**src/hdl/lcpp_pkg.sv**
```systemverilog
// Package for the lidar cabin packet parser: parse phase type, sync nibbles,
// cabin length and result field layout. No dependencies.
package lcpp_pkg;

    // Parse phases; unused codes fall back to hunting the first sync byte.
    typedef enum logic [2:0] {
        PH_HUNT1 = 3'd0,
        PH_HUNT2 = 3'd1,
        PH_ANGLO = 3'd2,
        PH_ANGHI = 3'd3,
        PH_CABIN = 3'd4
    } t_phase;

    localparam logic [3:0] SYNC1_NIBBLE = 4'hA;
    localparam logic [3:0] SYNC2_NIBBLE = 4'h5;

    // Byte position of the last byte of a five-byte cabin.
    localparam logic [2:0] CABIN_LAST_POS = 3'd4;

    localparam int TDATA_W = 64;
    localparam int TUSER_W = 2;

    // Result tdata layout, lowest bit first.
    localparam int IDX_LSB   = 0;
    localparam int DISTA_LSB = 4;
    localparam int DISTB_LSB = 18;
    localparam int COMPA_LSB = 32;
    localparam int COMPB_LSB = 38;
    localparam int ANGLE_LSB = 44;
    localparam int PAD_LSB   = 59;

    // Result tuser layout.
    localparam int USER_SCAN = 0;
    localparam int USER_CSUM = 1;

endpackage

```
**src/hdl/lidar_cabin_packet_parser.sv**
```systemverilog
// Lidar cabin packet parser: byte stream in, one decoded cabin per request out.
// Depends on lcpp_pkg.
//
// The parser takes one received byte per request on the slave stream and
// decodes express-scan style packets: it hunts for a sync byte whose high
// nibble is 0xA, then needs a byte whose high nibble is 0x5 (otherwise it
// drops that byte and hunts again). The two low nibbles form the expected
// checksum (first byte gives bits 3..0, second gives bits 7..4). The low and
// high angle bytes follow (bit 7 of the high byte is the new-scan flag), then
// CABINS_PER_PACKET cabins of five bytes. The fifth byte of each cabin yields
// one result request on the master stream with both distances, both angle
// compensations, the packet start angle and flags; tlast marks the last cabin,
// on which tuser bit 1 reports whether the XOR of the angle and cabin bytes
// matched the expected checksum (it is 0 on all other cabins). Every byte is
// handled in the cycle it is accepted, so the parser takes one byte per clock
// cycle. Ready drops only when the byte at the input would complete a cabin
// while the result register still holds a result that the sink has not taken.
module lidar_cabin_packet_parser
    import lcpp_pkg::*;
#(
    parameter int CABINS_PER_PACKET = 16
) (
    input  logic               i_clk,
    input  logic               i_rst_n,
    // Slave stream
    input  logic               i_s_axis_tvalid,
    output logic               o_s_axis_tready,
    input  logic [7:0]         i_s_axis_tdata,   // [7:0] rx_byte
    // Master stream
    output logic               o_m_axis_tvalid,
    input  logic               i_m_axis_tready,
    output logic [TDATA_W-1:0] o_m_axis_tdata,   // [3:0] cabin_index, [17:4] distance_a,
                                                 // [31:18] distance_b, [37:32] angle_comp_a,
                                                 // [43:38] angle_comp_b, [58:44] start_angle,
                                                 // [63:59] zero
    output logic               o_m_axis_tlast,   // last_cabin
    output logic [TUSER_W-1:0] o_m_axis_tuser    // [0] new_scan, [1] checksum_ok
);

    localparam logic [3:0] LAST_IDX = 4'(CABINS_PER_PACKET - 1);

    // Parser state
    t_phase      r_phase, n_phase;
    logic [2:0]  r_pos, n_pos;
    logic [3:0]  r_count, n_count;
    logic [7:0]  r_exp_sum, n_exp_sum;
    logic [7:0]  r_xor, n_xor;
    logic [14:0] r_angle, n_angle;
    logic        r_scan, n_scan;
    logic [7:0]  r_cabin [4];   // first four bytes of the current cabin

    // Result register
    logic        r_out_valid;
    logic [3:0]  r_out_idx;
    logic [13:0] r_out_dist_a, r_out_dist_b;
    logic [5:0]  r_out_comp_a, r_out_comp_b;
    logic [14:0] r_out_angle;
    logic        r_out_scan, r_out_last, r_out_ok;

    logic        s_accept;
    logic        cabin_end;   // next byte completes a cabin
    logic        emit;
    logic        is_last;
    logic [7:0]  b;

    assign b         = i_s_axis_tdata;
    assign cabin_end = (r_phase == PH_CABIN) && (r_pos == CABIN_LAST_POS);
    assign is_last   = (r_count == LAST_IDX);

    // Hold the input only when this byte would produce a result with no room for it.
    assign o_s_axis_tready = !cabin_end || !r_out_valid || i_m_axis_tready;
    assign s_accept        = i_s_axis_tvalid && o_s_axis_tready;
    assign emit            = s_accept && cabin_end;

    // Next phase
    always_comb begin
        n_phase = r_phase;
        if (s_accept) begin
            unique case (r_phase)
                PH_HUNT2: n_phase = (b[7:4] == SYNC2_NIBBLE) ? PH_ANGLO : PH_HUNT1;
                PH_ANGLO: n_phase = PH_ANGHI;
                PH_ANGHI: n_phase = PH_CABIN;
                PH_CABIN: n_phase = (cabin_end && is_last) ? PH_HUNT1 : PH_CABIN;
                default:  n_phase = (b[7:4] == SYNC1_NIBBLE) ? PH_HUNT2 : PH_HUNT1;
            endcase
        end
    end

    // Datapath next values
    always_comb begin
        n_pos     = r_pos;
        n_count   = r_count;
        n_exp_sum = r_exp_sum;
        n_xor     = r_xor;
        n_angle   = r_angle;
        n_scan    = r_scan;
        if (s_accept) begin
            unique case (r_phase)
                PH_HUNT2: begin
                    if (b[7:4] == SYNC2_NIBBLE) begin
                        n_exp_sum = {b[3:0], r_exp_sum[3:0]};
                    end
                end
                PH_ANGLO: begin
                    n_xor   = b;
                    n_angle = {r_angle[14:8], b};
                end
                PH_ANGHI: begin
                    n_xor   = r_xor ^ b;
                    n_angle = {b[6:0], r_angle[7:0]};
                    n_scan  = b[7];
                    n_count = '0;
                    n_pos   = '0;
                end
                PH_CABIN: begin
                    n_xor = r_xor ^ b;
                    if (cabin_end) begin
                        n_pos   = '0;
                        n_count = is_last ? 4'd0 : r_count + 4'd1;
                    end else begin
                        n_pos = r_pos + 3'd1;
                    end
                end
                default: begin
                    if (b[7:4] == SYNC1_NIBBLE) begin
                        n_exp_sum = {4'h0, b[3:0]};
                    end
                end
            endcase
        end
    end

    always_ff @(posedge i_clk) begin
        if (!i_rst_n) begin
            r_phase   <= PH_HUNT1;
            r_pos     <= '0;
            r_count   <= '0;
            r_exp_sum <= '0;
            r_xor     <= '0;
            r_angle   <= '0;
            r_scan    <= 1'b0;
        end else begin
            r_phase   <= n_phase;
            r_pos     <= n_pos;
            r_count   <= n_count;
            r_exp_sum <= n_exp_sum;
            r_xor     <= n_xor;
            r_angle   <= n_angle;
            r_scan    <= n_scan;
        end
    end

    // Capture cabin bytes 0..3 at their position.
    always_ff @(posedge i_clk) begin
        if (s_accept && (r_phase == PH_CABIN) && !cabin_end) begin
            r_cabin[r_pos[1:0]] <= b;
        end
    end

    // Result register: load on the fifth cabin byte, clear when taken.
    always_ff @(posedge i_clk) begin
        if (!i_rst_n) begin
            r_out_valid <= 1'b0;
        end else if (emit) begin
            r_out_valid <= 1'b1;
        end else if (i_m_axis_tready) begin
            r_out_valid <= 1'b0;
        end
    end

    always_ff @(posedge i_clk) begin
        if (emit) begin
            r_out_idx    <= r_count;
            r_out_dist_a <= {r_cabin[1], r_cabin[0][7:2]};
            r_out_dist_b <= {r_cabin[3], r_cabin[2][7:2]};
            r_out_comp_a <= {r_cabin[0][1:0], b[3:0]};
            r_out_comp_b <= {r_cabin[2][1:0], b[7:4]};
            r_out_angle  <= r_angle;
            r_out_scan   <= r_scan;
            r_out_last   <= is_last;
            r_out_ok     <= is_last && ((r_xor ^ b) == r_exp_sum);
        end
    end

    assign o_m_axis_tvalid = r_out_valid;
    assign o_m_axis_tlast  = r_out_last;
    assign o_m_axis_tdata  = {
        {(TDATA_W - PAD_LSB){1'b0}},
        r_out_angle, r_out_comp_b, r_out_comp_a, r_out_dist_b, r_out_dist_a, r_out_idx
    };
    assign o_m_axis_tuser  = {r_out_ok, r_out_scan};

    // ------------------------------------------------------------------
    // Assertions
    // ------------------------------------------------------------------

    // Never complete a cabin over a result that the sink has not taken.
    a_no_overwrite: assert property (@(posedge i_clk) disable iff (!i_rst_n)
        (r_out_valid && !i_m_axis_tready && s_accept) |-> !cabin_end)
        else $error("cabin completed while result register was stalled");

    // Checksum flag only on the last cabin.
    a_ok_only_last: assert property (@(posedge i_clk) disable iff (!i_rst_n)
        (o_m_axis_tvalid && !o_m_axis_tlast) |-> !o_m_axis_tuser[USER_CSUM])
        else $error("checksum_ok set on a cabin that is not last");

    // The last cabin carries the last index.
    a_last_idx: assert property (@(posedge i_clk) disable iff (!i_rst_n)
        (o_m_axis_tvalid && o_m_axis_tlast) |->
            (o_m_axis_tdata[DISTA_LSB-1:IDX_LSB] == LAST_IDX))
        else $error("tlast on wrong cabin index");

    // Byte position stays within one cabin.
    a_pos_range: assert property (@(posedge i_clk) disable iff (!i_rst_n)
        r_pos <= CABIN_LAST_POS)
        else $error("byte position beyond cabin length");

    // A bad second sync byte sends the parser back to hunting.
    a_bad_sync2: assert property (@(posedge i_clk) disable iff (!i_rst_n)
        (s_accept && (r_phase == PH_HUNT2) && (b[7:4] != SYNC2_NIBBLE))
            |=> (r_phase == PH_HUNT1))
        else $error("bad second sync byte did not restart the hunt");

endmodule

```
**config.mk**
```make
export PLATFORM = sky130hd
export DESIGN_NAME = lidar_cabin_packet_parser
export DESIGN_NICKNAME = d
export VERILOG_FILES = /design/src/hdl/lcpp_pkg.sv /design/src/hdl/lidar_cabin_packet_parser.sv
export SDC_FILE = /design/constraint.sdc
export NUM_CORES = 1
export LEC_CHECK = 0
export ABC_AREA = 1
export BUFFER_PORTS_ARGS = -buffer_cell sky130_fd_sc_hd__buf_4
export CORE_AREA = 2 2 101 103
export CTS_BUF_LIST = sky130_fd_sc_hd__clkbuf_4 sky130_fd_sc_hd__clkbuf_8 sky130_fd_sc_hd__clkbuf_16
export DETAILED_ROUTE_END_ITERATION = 16
export DIE_AREA = 0 0 103 105
export GPL_ROUTABILITY_DRIVEN = 0
export PLACE_DENSITY = 0.83
export SLEW_MARGIN = 15
export SYNTH_ARGS = -nofsm -noshare
export SYNTH_HDL_FRONTEND = slang
export SYNTH_SLANG_ARGS = --single-unit
```
**constraint.sdc**
```tcl
create_clock -name i_clk -period 2.96 [get_ports i_clk]
set_clock_uncertainty 0.1 [all_clocks]
set_input_delay 0.296 -clock i_clk [delete_from_list [all_inputs] [get_ports i_clk]]
set_output_delay 0.296 -clock i_clk [all_outputs]
set_load 0.01 [all_outputs]
```
== After elaboration in Yosys (flattened, before gate mapping) ==
Memories as Yosys holds them, arrays and structs flattened. A register that Yosys moved wholly into a read port is not among the register bits.
Index checks and enable logic that the tools add are counted.

* Add/subtract/negate cells: 2
* Multiply operators: 0
* Div/mod/pow operators: 0
* $lt $le $gt $ge: 0
* Equal/unequal tests: 11
* Shifts and indexed selects: 0
* Mux-type cells: 18
* Bitwise gates (word level): 5
* Reduce and logical (&&, ||, !) cells: 25

{| class="wikitable"
|+ Operators with widths
! operator !! count
|-
| $pmux W8 S2 || 2
|-
| $pmux W15 S2 || 1
|-
| $mux W8 || 2
|-
| $pmux W3 S4 || 1
|-
| $reduce_and A3 Y1 || 3
|-
| $eq A4 B4 Y1 const B || 2
|-
| $eq A8 B8 Y1 || 1
|-
| $mux W4 || 2
|-
| $pmux W4 S2 || 1
|-
| $reduce_and A4 Y1 || 2
|-
| $reduce_bool A2 Y1 || 4
|-
| $xor A8 B8 Y8 || 1
|-
| $logic_and A1 B1 Y1 || 7
|-
| $eq A3 B2 Y1 const B || 2
|-
| $eq A3 B3 Y1 const B || 2
|-
| $mux W3 || 2
|-
| $pmux W3 S2 || 1
|-
| $reduce_and A2 Y1 || 3
|-
| $mux W1 || 5
|-
| $add A4 B1 Y4 const B || 1
|-
| $eq A4 B3 Y1 const B || 1
|-
| $ne A2 B2 Y1 const B || 2
|-
| $not A1 Y1 || 4
|-
| $add A3 B1 Y3 const B || 1
|-
| 6 further kinds || 8
|}

* Register bits after elaboration: 77
* Bits in latches: 0
* Memory bits (writable): 32
* Bits in read-only memories: 0
* Input port bits: 12
* Memories: 1

{| class="wikitable"
|+ Memories
! name !! depth !! bits a word !! read ports !! clocked after Yosys merged registers in !! write ports !! RTL line !! RTL
|-
| r_cabin || 4 || 8 || 4 || 4 || 1 || lidar_cabin_packet_parser.sv:50 || <nowiki>logic [7:0] r_cabin [4];</nowiki>
|}

== Logic depth before layout (Yosys ltp) ==
* Depth in word-level cells: 10
* Depth in mapped cells: 10

== Least setup slack after synthesis ==
OpenSTA, ideal clock, no wires.

* Kind: register to register
* Start point: register r_pos[0]
* End point: register r_out_dist_a[6] (netlist: o_m_axis_tdata[10]), read port of r_cabin (enable)
* Setup time: 0.417 ns
* Arrival time: 2.191 ns
* Data required time: 2.443 ns
* Slack: 0.253 ns
* Cell stages (with the launch flop): 7
* Period minus slack after synthesis: 2.707 ns
* Cells stage by stage: dfxtp_1 inv_1 ha_1 nand2_1 inv_1 nand4_1 inv_1

* Word-level cells in the longest chain between the ends: 7

{| class="wikitable"
|+ RTL lines
! element !! RTL line !! RTL
|-
| start, declared || lidar_cabin_packet_parser.sv:44 || <nowiki>logic [2:0] r_pos, n_pos;</nowiki>
|-
| start signal, assigned || lidar_cabin_packet_parser.sv:144 || <nowiki>r_pos <= n_pos;</nowiki>
|-
| $eq A3 B3 Y1 (*) || lidar_cabin_packet_parser.sv:67 || <nowiki>assign cabin_end = (r_phase == PH_CABIN) && (r_pos == CABIN_LAST_POS);</nowiki>
|-
| $logic_and A1 B1 Y1 (*) || lidar_cabin_packet_parser.sv:67 ||
|-
| $logic_not A1 Y1 || lidar_cabin_packet_parser.sv:71 || <nowiki>assign o_s_axis_tready = !cabin_end || !r_out_valid || i_m_axis_tready;</nowiki>
|-
| $logic_or A1 B1 Y1 (2 in series) || lidar_cabin_packet_parser.sv:71 ||
|-
| $logic_and A1 B1 Y1 || lidar_cabin_packet_parser.sv:72 || <nowiki>assign s_accept = i_s_axis_tvalid && o_s_axis_tready;</nowiki>
|-
| $logic_and A1 B1 Y1 (*) || lidar_cabin_packet_parser.sv:73 || <nowiki>assign emit = s_accept && cabin_end;</nowiki>
|-
| named net emit || lidar_cabin_packet_parser.sv:62 || <nowiki>logic emit;</nowiki>
|-
| end, declared || lidar_cabin_packet_parser.sv:55 || <nowiki>logic [13:0] r_out_dist_a, r_out_dist_b;</nowiki>
|}

The timed path passes the listed nets; every way through them passes the cells marked *.
A chain may end at the register's enable or synchronous reset.

== Worst setup path in the final report ==
* Start point: register r_pos[0]
* End point: register r_out_angle[11] (enable)

* Word-level cells in the longest chain between the ends: 7

{| class="wikitable"
|+ RTL lines
! element !! RTL line !! RTL
|-
| $eq A3 B3 Y1 (*) || lidar_cabin_packet_parser.sv:67 ||
|-
| $logic_and A1 B1 Y1 (*) || lidar_cabin_packet_parser.sv:67 ||
|-
| $logic_not A1 Y1 || lidar_cabin_packet_parser.sv:71 ||
|-
| $logic_or A1 B1 Y1 (2 in series) || lidar_cabin_packet_parser.sv:71 ||
|-
| $logic_and A1 B1 Y1 || lidar_cabin_packet_parser.sv:72 ||
|-
| $logic_and A1 B1 Y1 (*) || lidar_cabin_packet_parser.sv:73 ||
|-
| named net emit || lidar_cabin_packet_parser.sv:62 ||
|-
| end signal, assigned || lidar_cabin_packet_parser.sv:178 || <nowiki>r_out_angle <= r_angle;</nowiki>
|-
| end, declared || lidar_cabin_packet_parser.sv:57 || <nowiki>logic [14:0] r_out_angle;</nowiki>
|}

Marks and branches as above.

==> impl_metrics.yaml <==
drt:
  drc: 0
  postRouteAntennaNets: 0
  dr.pass1.iters: 5
  num_vias: 3651
  routed_via_density: 5.18
  wirelength_um: 11000
  wl_per_cell_um: 15.6
  drtIter0Drc: 263
clocking:
  cts_buffers: 17
  clkTransAtPathRegs_ns: 0.06
  postCtsSetupBuffers: 0
  clockRootBuffer: "clkbuf_8"
  cts_sinks: 137
  clkLatencyLatePin_ns: 0.53
  clockBufferDepth: 2
  cts_max_level: 4
  cts_tree: "done"
die:
  core.rowCount: 36
  die_area_mm2: 0.0108
  die_height_um: 105
  die_x_um: 103
  start_util_pct: 54.2
  ios: 81
  core_mm2: 0.00964
global_route:
  top_usage_layer: "met2"
  grt_pass1_wl_um: 17500
  use_met2_pct: 36.3
  grt_max_degree: 39
  grtUsageTotal_pct: 21.5
  use_met1_pct: 25.0
  overflow: 0
  met3_usage_pct: 7.16
  grt_antenna_before_repair: 0
  grt_pass1_vias: 3597
worst_setup_path:
  cp_slowest_cell: "inv_2"
  path_class: "reg2reg"
  crit_chain: "inv_1, ha_1, nand2_1, inv_1, nand4_1, inv_2, buf_4"
  crit_buf_inv: 4
  cp_top_family: "buffers and inverters"
  cpMostUsedCell: "inv_1"
  crit_required_ns: 3.08
  critPathArrivalTime_ns: 2.43
  slowest_delay_ns: 0.42
  worstSetupEndpointType: "flop"
  critPathLaunchType: "flop"
  cp_max_fo: 18
sta:
  max_freq_mhz: 434
  rsz0062_at_grt: "no"
  hold_slack_ns: 0.0500
  setup_ws_ns: 0.656
  relSlewSlack_pct: 45.8
  post-route-period-util_pct: 77.9
  finalCriticalPeriod_ns: 2.30
  setup_viol: 0
  final_max_slew_viol_count: 0
  hold_viol_final: 0
  fin_tns_setup_ns: 0
  worstMarginPinSlew_ns: 0.811
min_path:
  hold_path.class: "in2reg"
layout:
  final_nets: 576
  drive_gt1_share_pct: 20.6
  fillCellCount: 673
  diodes: 0
  final_util_pct: 67.3
  syn_to_final_growth_pct: 24.0
pwr:
  powerDensity_mw_per_mm2: 624
  peakVddDrop_mv: 0.279
  power.total_uw: 4040
  p_leak_uw: 0.00257
yosys:
  yosysSeqAreaShare_pct: 70.4
  avgSynthCellArea_um2: 11.2
  synth-main-ff-cell: "edfxtp_1"
  netlist_top_cells_area: "edfxtp_1 54%, dfxtp_1 16%, nand2_1 6.5%"
  ys_seq_elements: 137
  ys_types: 32
  synthesis.area_mm2: 0.00523
  synth_top_area_share_pct: 54.0
  synth_area_leader_cell: "edfxtp_1"
  synth_warnings: 0
  synth_common_cells: "94 x edfxtp_1, 90 x nand2_1, 59 x nor2_1"
  synth_edf_count: 94
  synth_most_common_cell: "edfxtp_1"
  ys_async_sr_fraction_pct: 0
  syn_inst: 468
place:
  port_buffers: 75
  place_hpwl_um: 6920
  dpl_worst_slack_ns: 0.767
outcome:
  status: "finished, final reports clean"
flow_run:
  cap_violations: 0
-- state kept, by name, indices dropped and copies added, names as in the netlist, 8 cells and up --
name,flops
r_cabin,32
o_m_axis_tdata,31
r_angle,15
r_out_angle,15
r_exp_sum,8
r_xor,8
-- report_power, final --
group          total [µW]  internal [µW]  switching (µW)
Sequential           2050           2050            8.58
Clock                1830           1020             801
Combinational         164           53.5             110
-- cell families (layout without fill, tap and decap cells) --
logic type | after synthesis | count (layout) | synth area share (%)
other cells | 1 | 5 | 0.0717
xor+xnor | 5 | 5 | 0.838
flops | 137 | 137 | 70.4
fa+ha+maj | 5 | 5 | 1.20
compound gates | 60 | 60 | 5.89
simple gates | 187 | 187 | 15.4
buf+inv | 73 | 173 | 6.17
-- layout by cell type, fill, tap and decap left out, types with 2 or more instances in the layout --
| master | count |
|---|---|
| xnor2_1 | 3 |
| edfxtp_1 | 94 |
| clkinvlp_4 | 4 |
| dlygate4sd3_1 | 8 |
| clkbuf_16 | 16 |
| nand4_1 | 4 |
| inv_2 | 2 |
| buf_4 | 76 |
| nand3b_1 | 4 |
| dfxtp_1 | 43 |
| o21ai_0 | 28 |
| nand2_2 | 2 |
| clkinv_1 | 2 |
| ha_1 | 5 |
| nor3_1 | 3 |
| nand2_4 | 2 |
| xor2_1 | 2 |
| nand3_1 | 19 |
| a21oi_1 | 28 |
| clkinv_2 | 4 |
| inv_6 | 4 |
| nor2_1 | 59 |
| conb_1 | 5 |
| inv_1 | 54 |
| nand2_1 | 90 |
-- worst paths after layout --
check | start | endpoint | slack, ns | cells past startpoint
worst min register to register | r_cabin[1][6] | o_m_axis_tdata[16] | 0.32 | 0
worst max register to register | r_pos[0] | r_out_angle[11] | 0.66 | 7
worst max-delay path | r_pos[0] | r_out_angle[11] | 0.66 | 7
worst min-delay path | i_s_axis_tvalid | r_pos[1] | 0.05 | 3
-- per-layer routing --
| metal | vias up | wire [µm] | part of all wire, % |
|---|---|---|---|
| met1 | 1720 | 4400 | 40 |
| met4 | 0 | 265 | 2.4 |
| li1 | 1723 | - | - |
| met5 | - | 0 | 0 |
| met2 | 182 | 5530 | 50 |
| met3 | 26 | 780 | 7.1 |
-- layout make-up --
type | count | area [µm²] | area share, %
clock buffer | 17 | 414 | 6.39
inverter | 56 | 210 | 3.24
sequential | 137 | 3680 | 56.8
clock inverter | 15 | 101 | 1.56
tap | 133 | 166 | 2.57
multi-input combinational | 262 | 1240 | 19.1
timing repair buffer | 85 | 671 | 10.3
-- tightest hold or removal path, stage by stage --
cell,delay [ns]
buf_4,0.16
nand4_1,0.10
a21oi_1,0.07
-- per-stage QoR --
step	cells	instance area, µm²
6_report	705	6480
4_1_cts	705	6480
3_5_place_dp	665	5890
5_1_grt	705	6480
3_3_place_gp	665	5890
2_1_floorplan	472	5240
-- repair_timing --
item,CTS,global route
hold buffers,8,0
gates resized for setup,0,0
endpoints found under the hold margin,40,0
No activity file was read; power rests on OpenSTA's default activity.
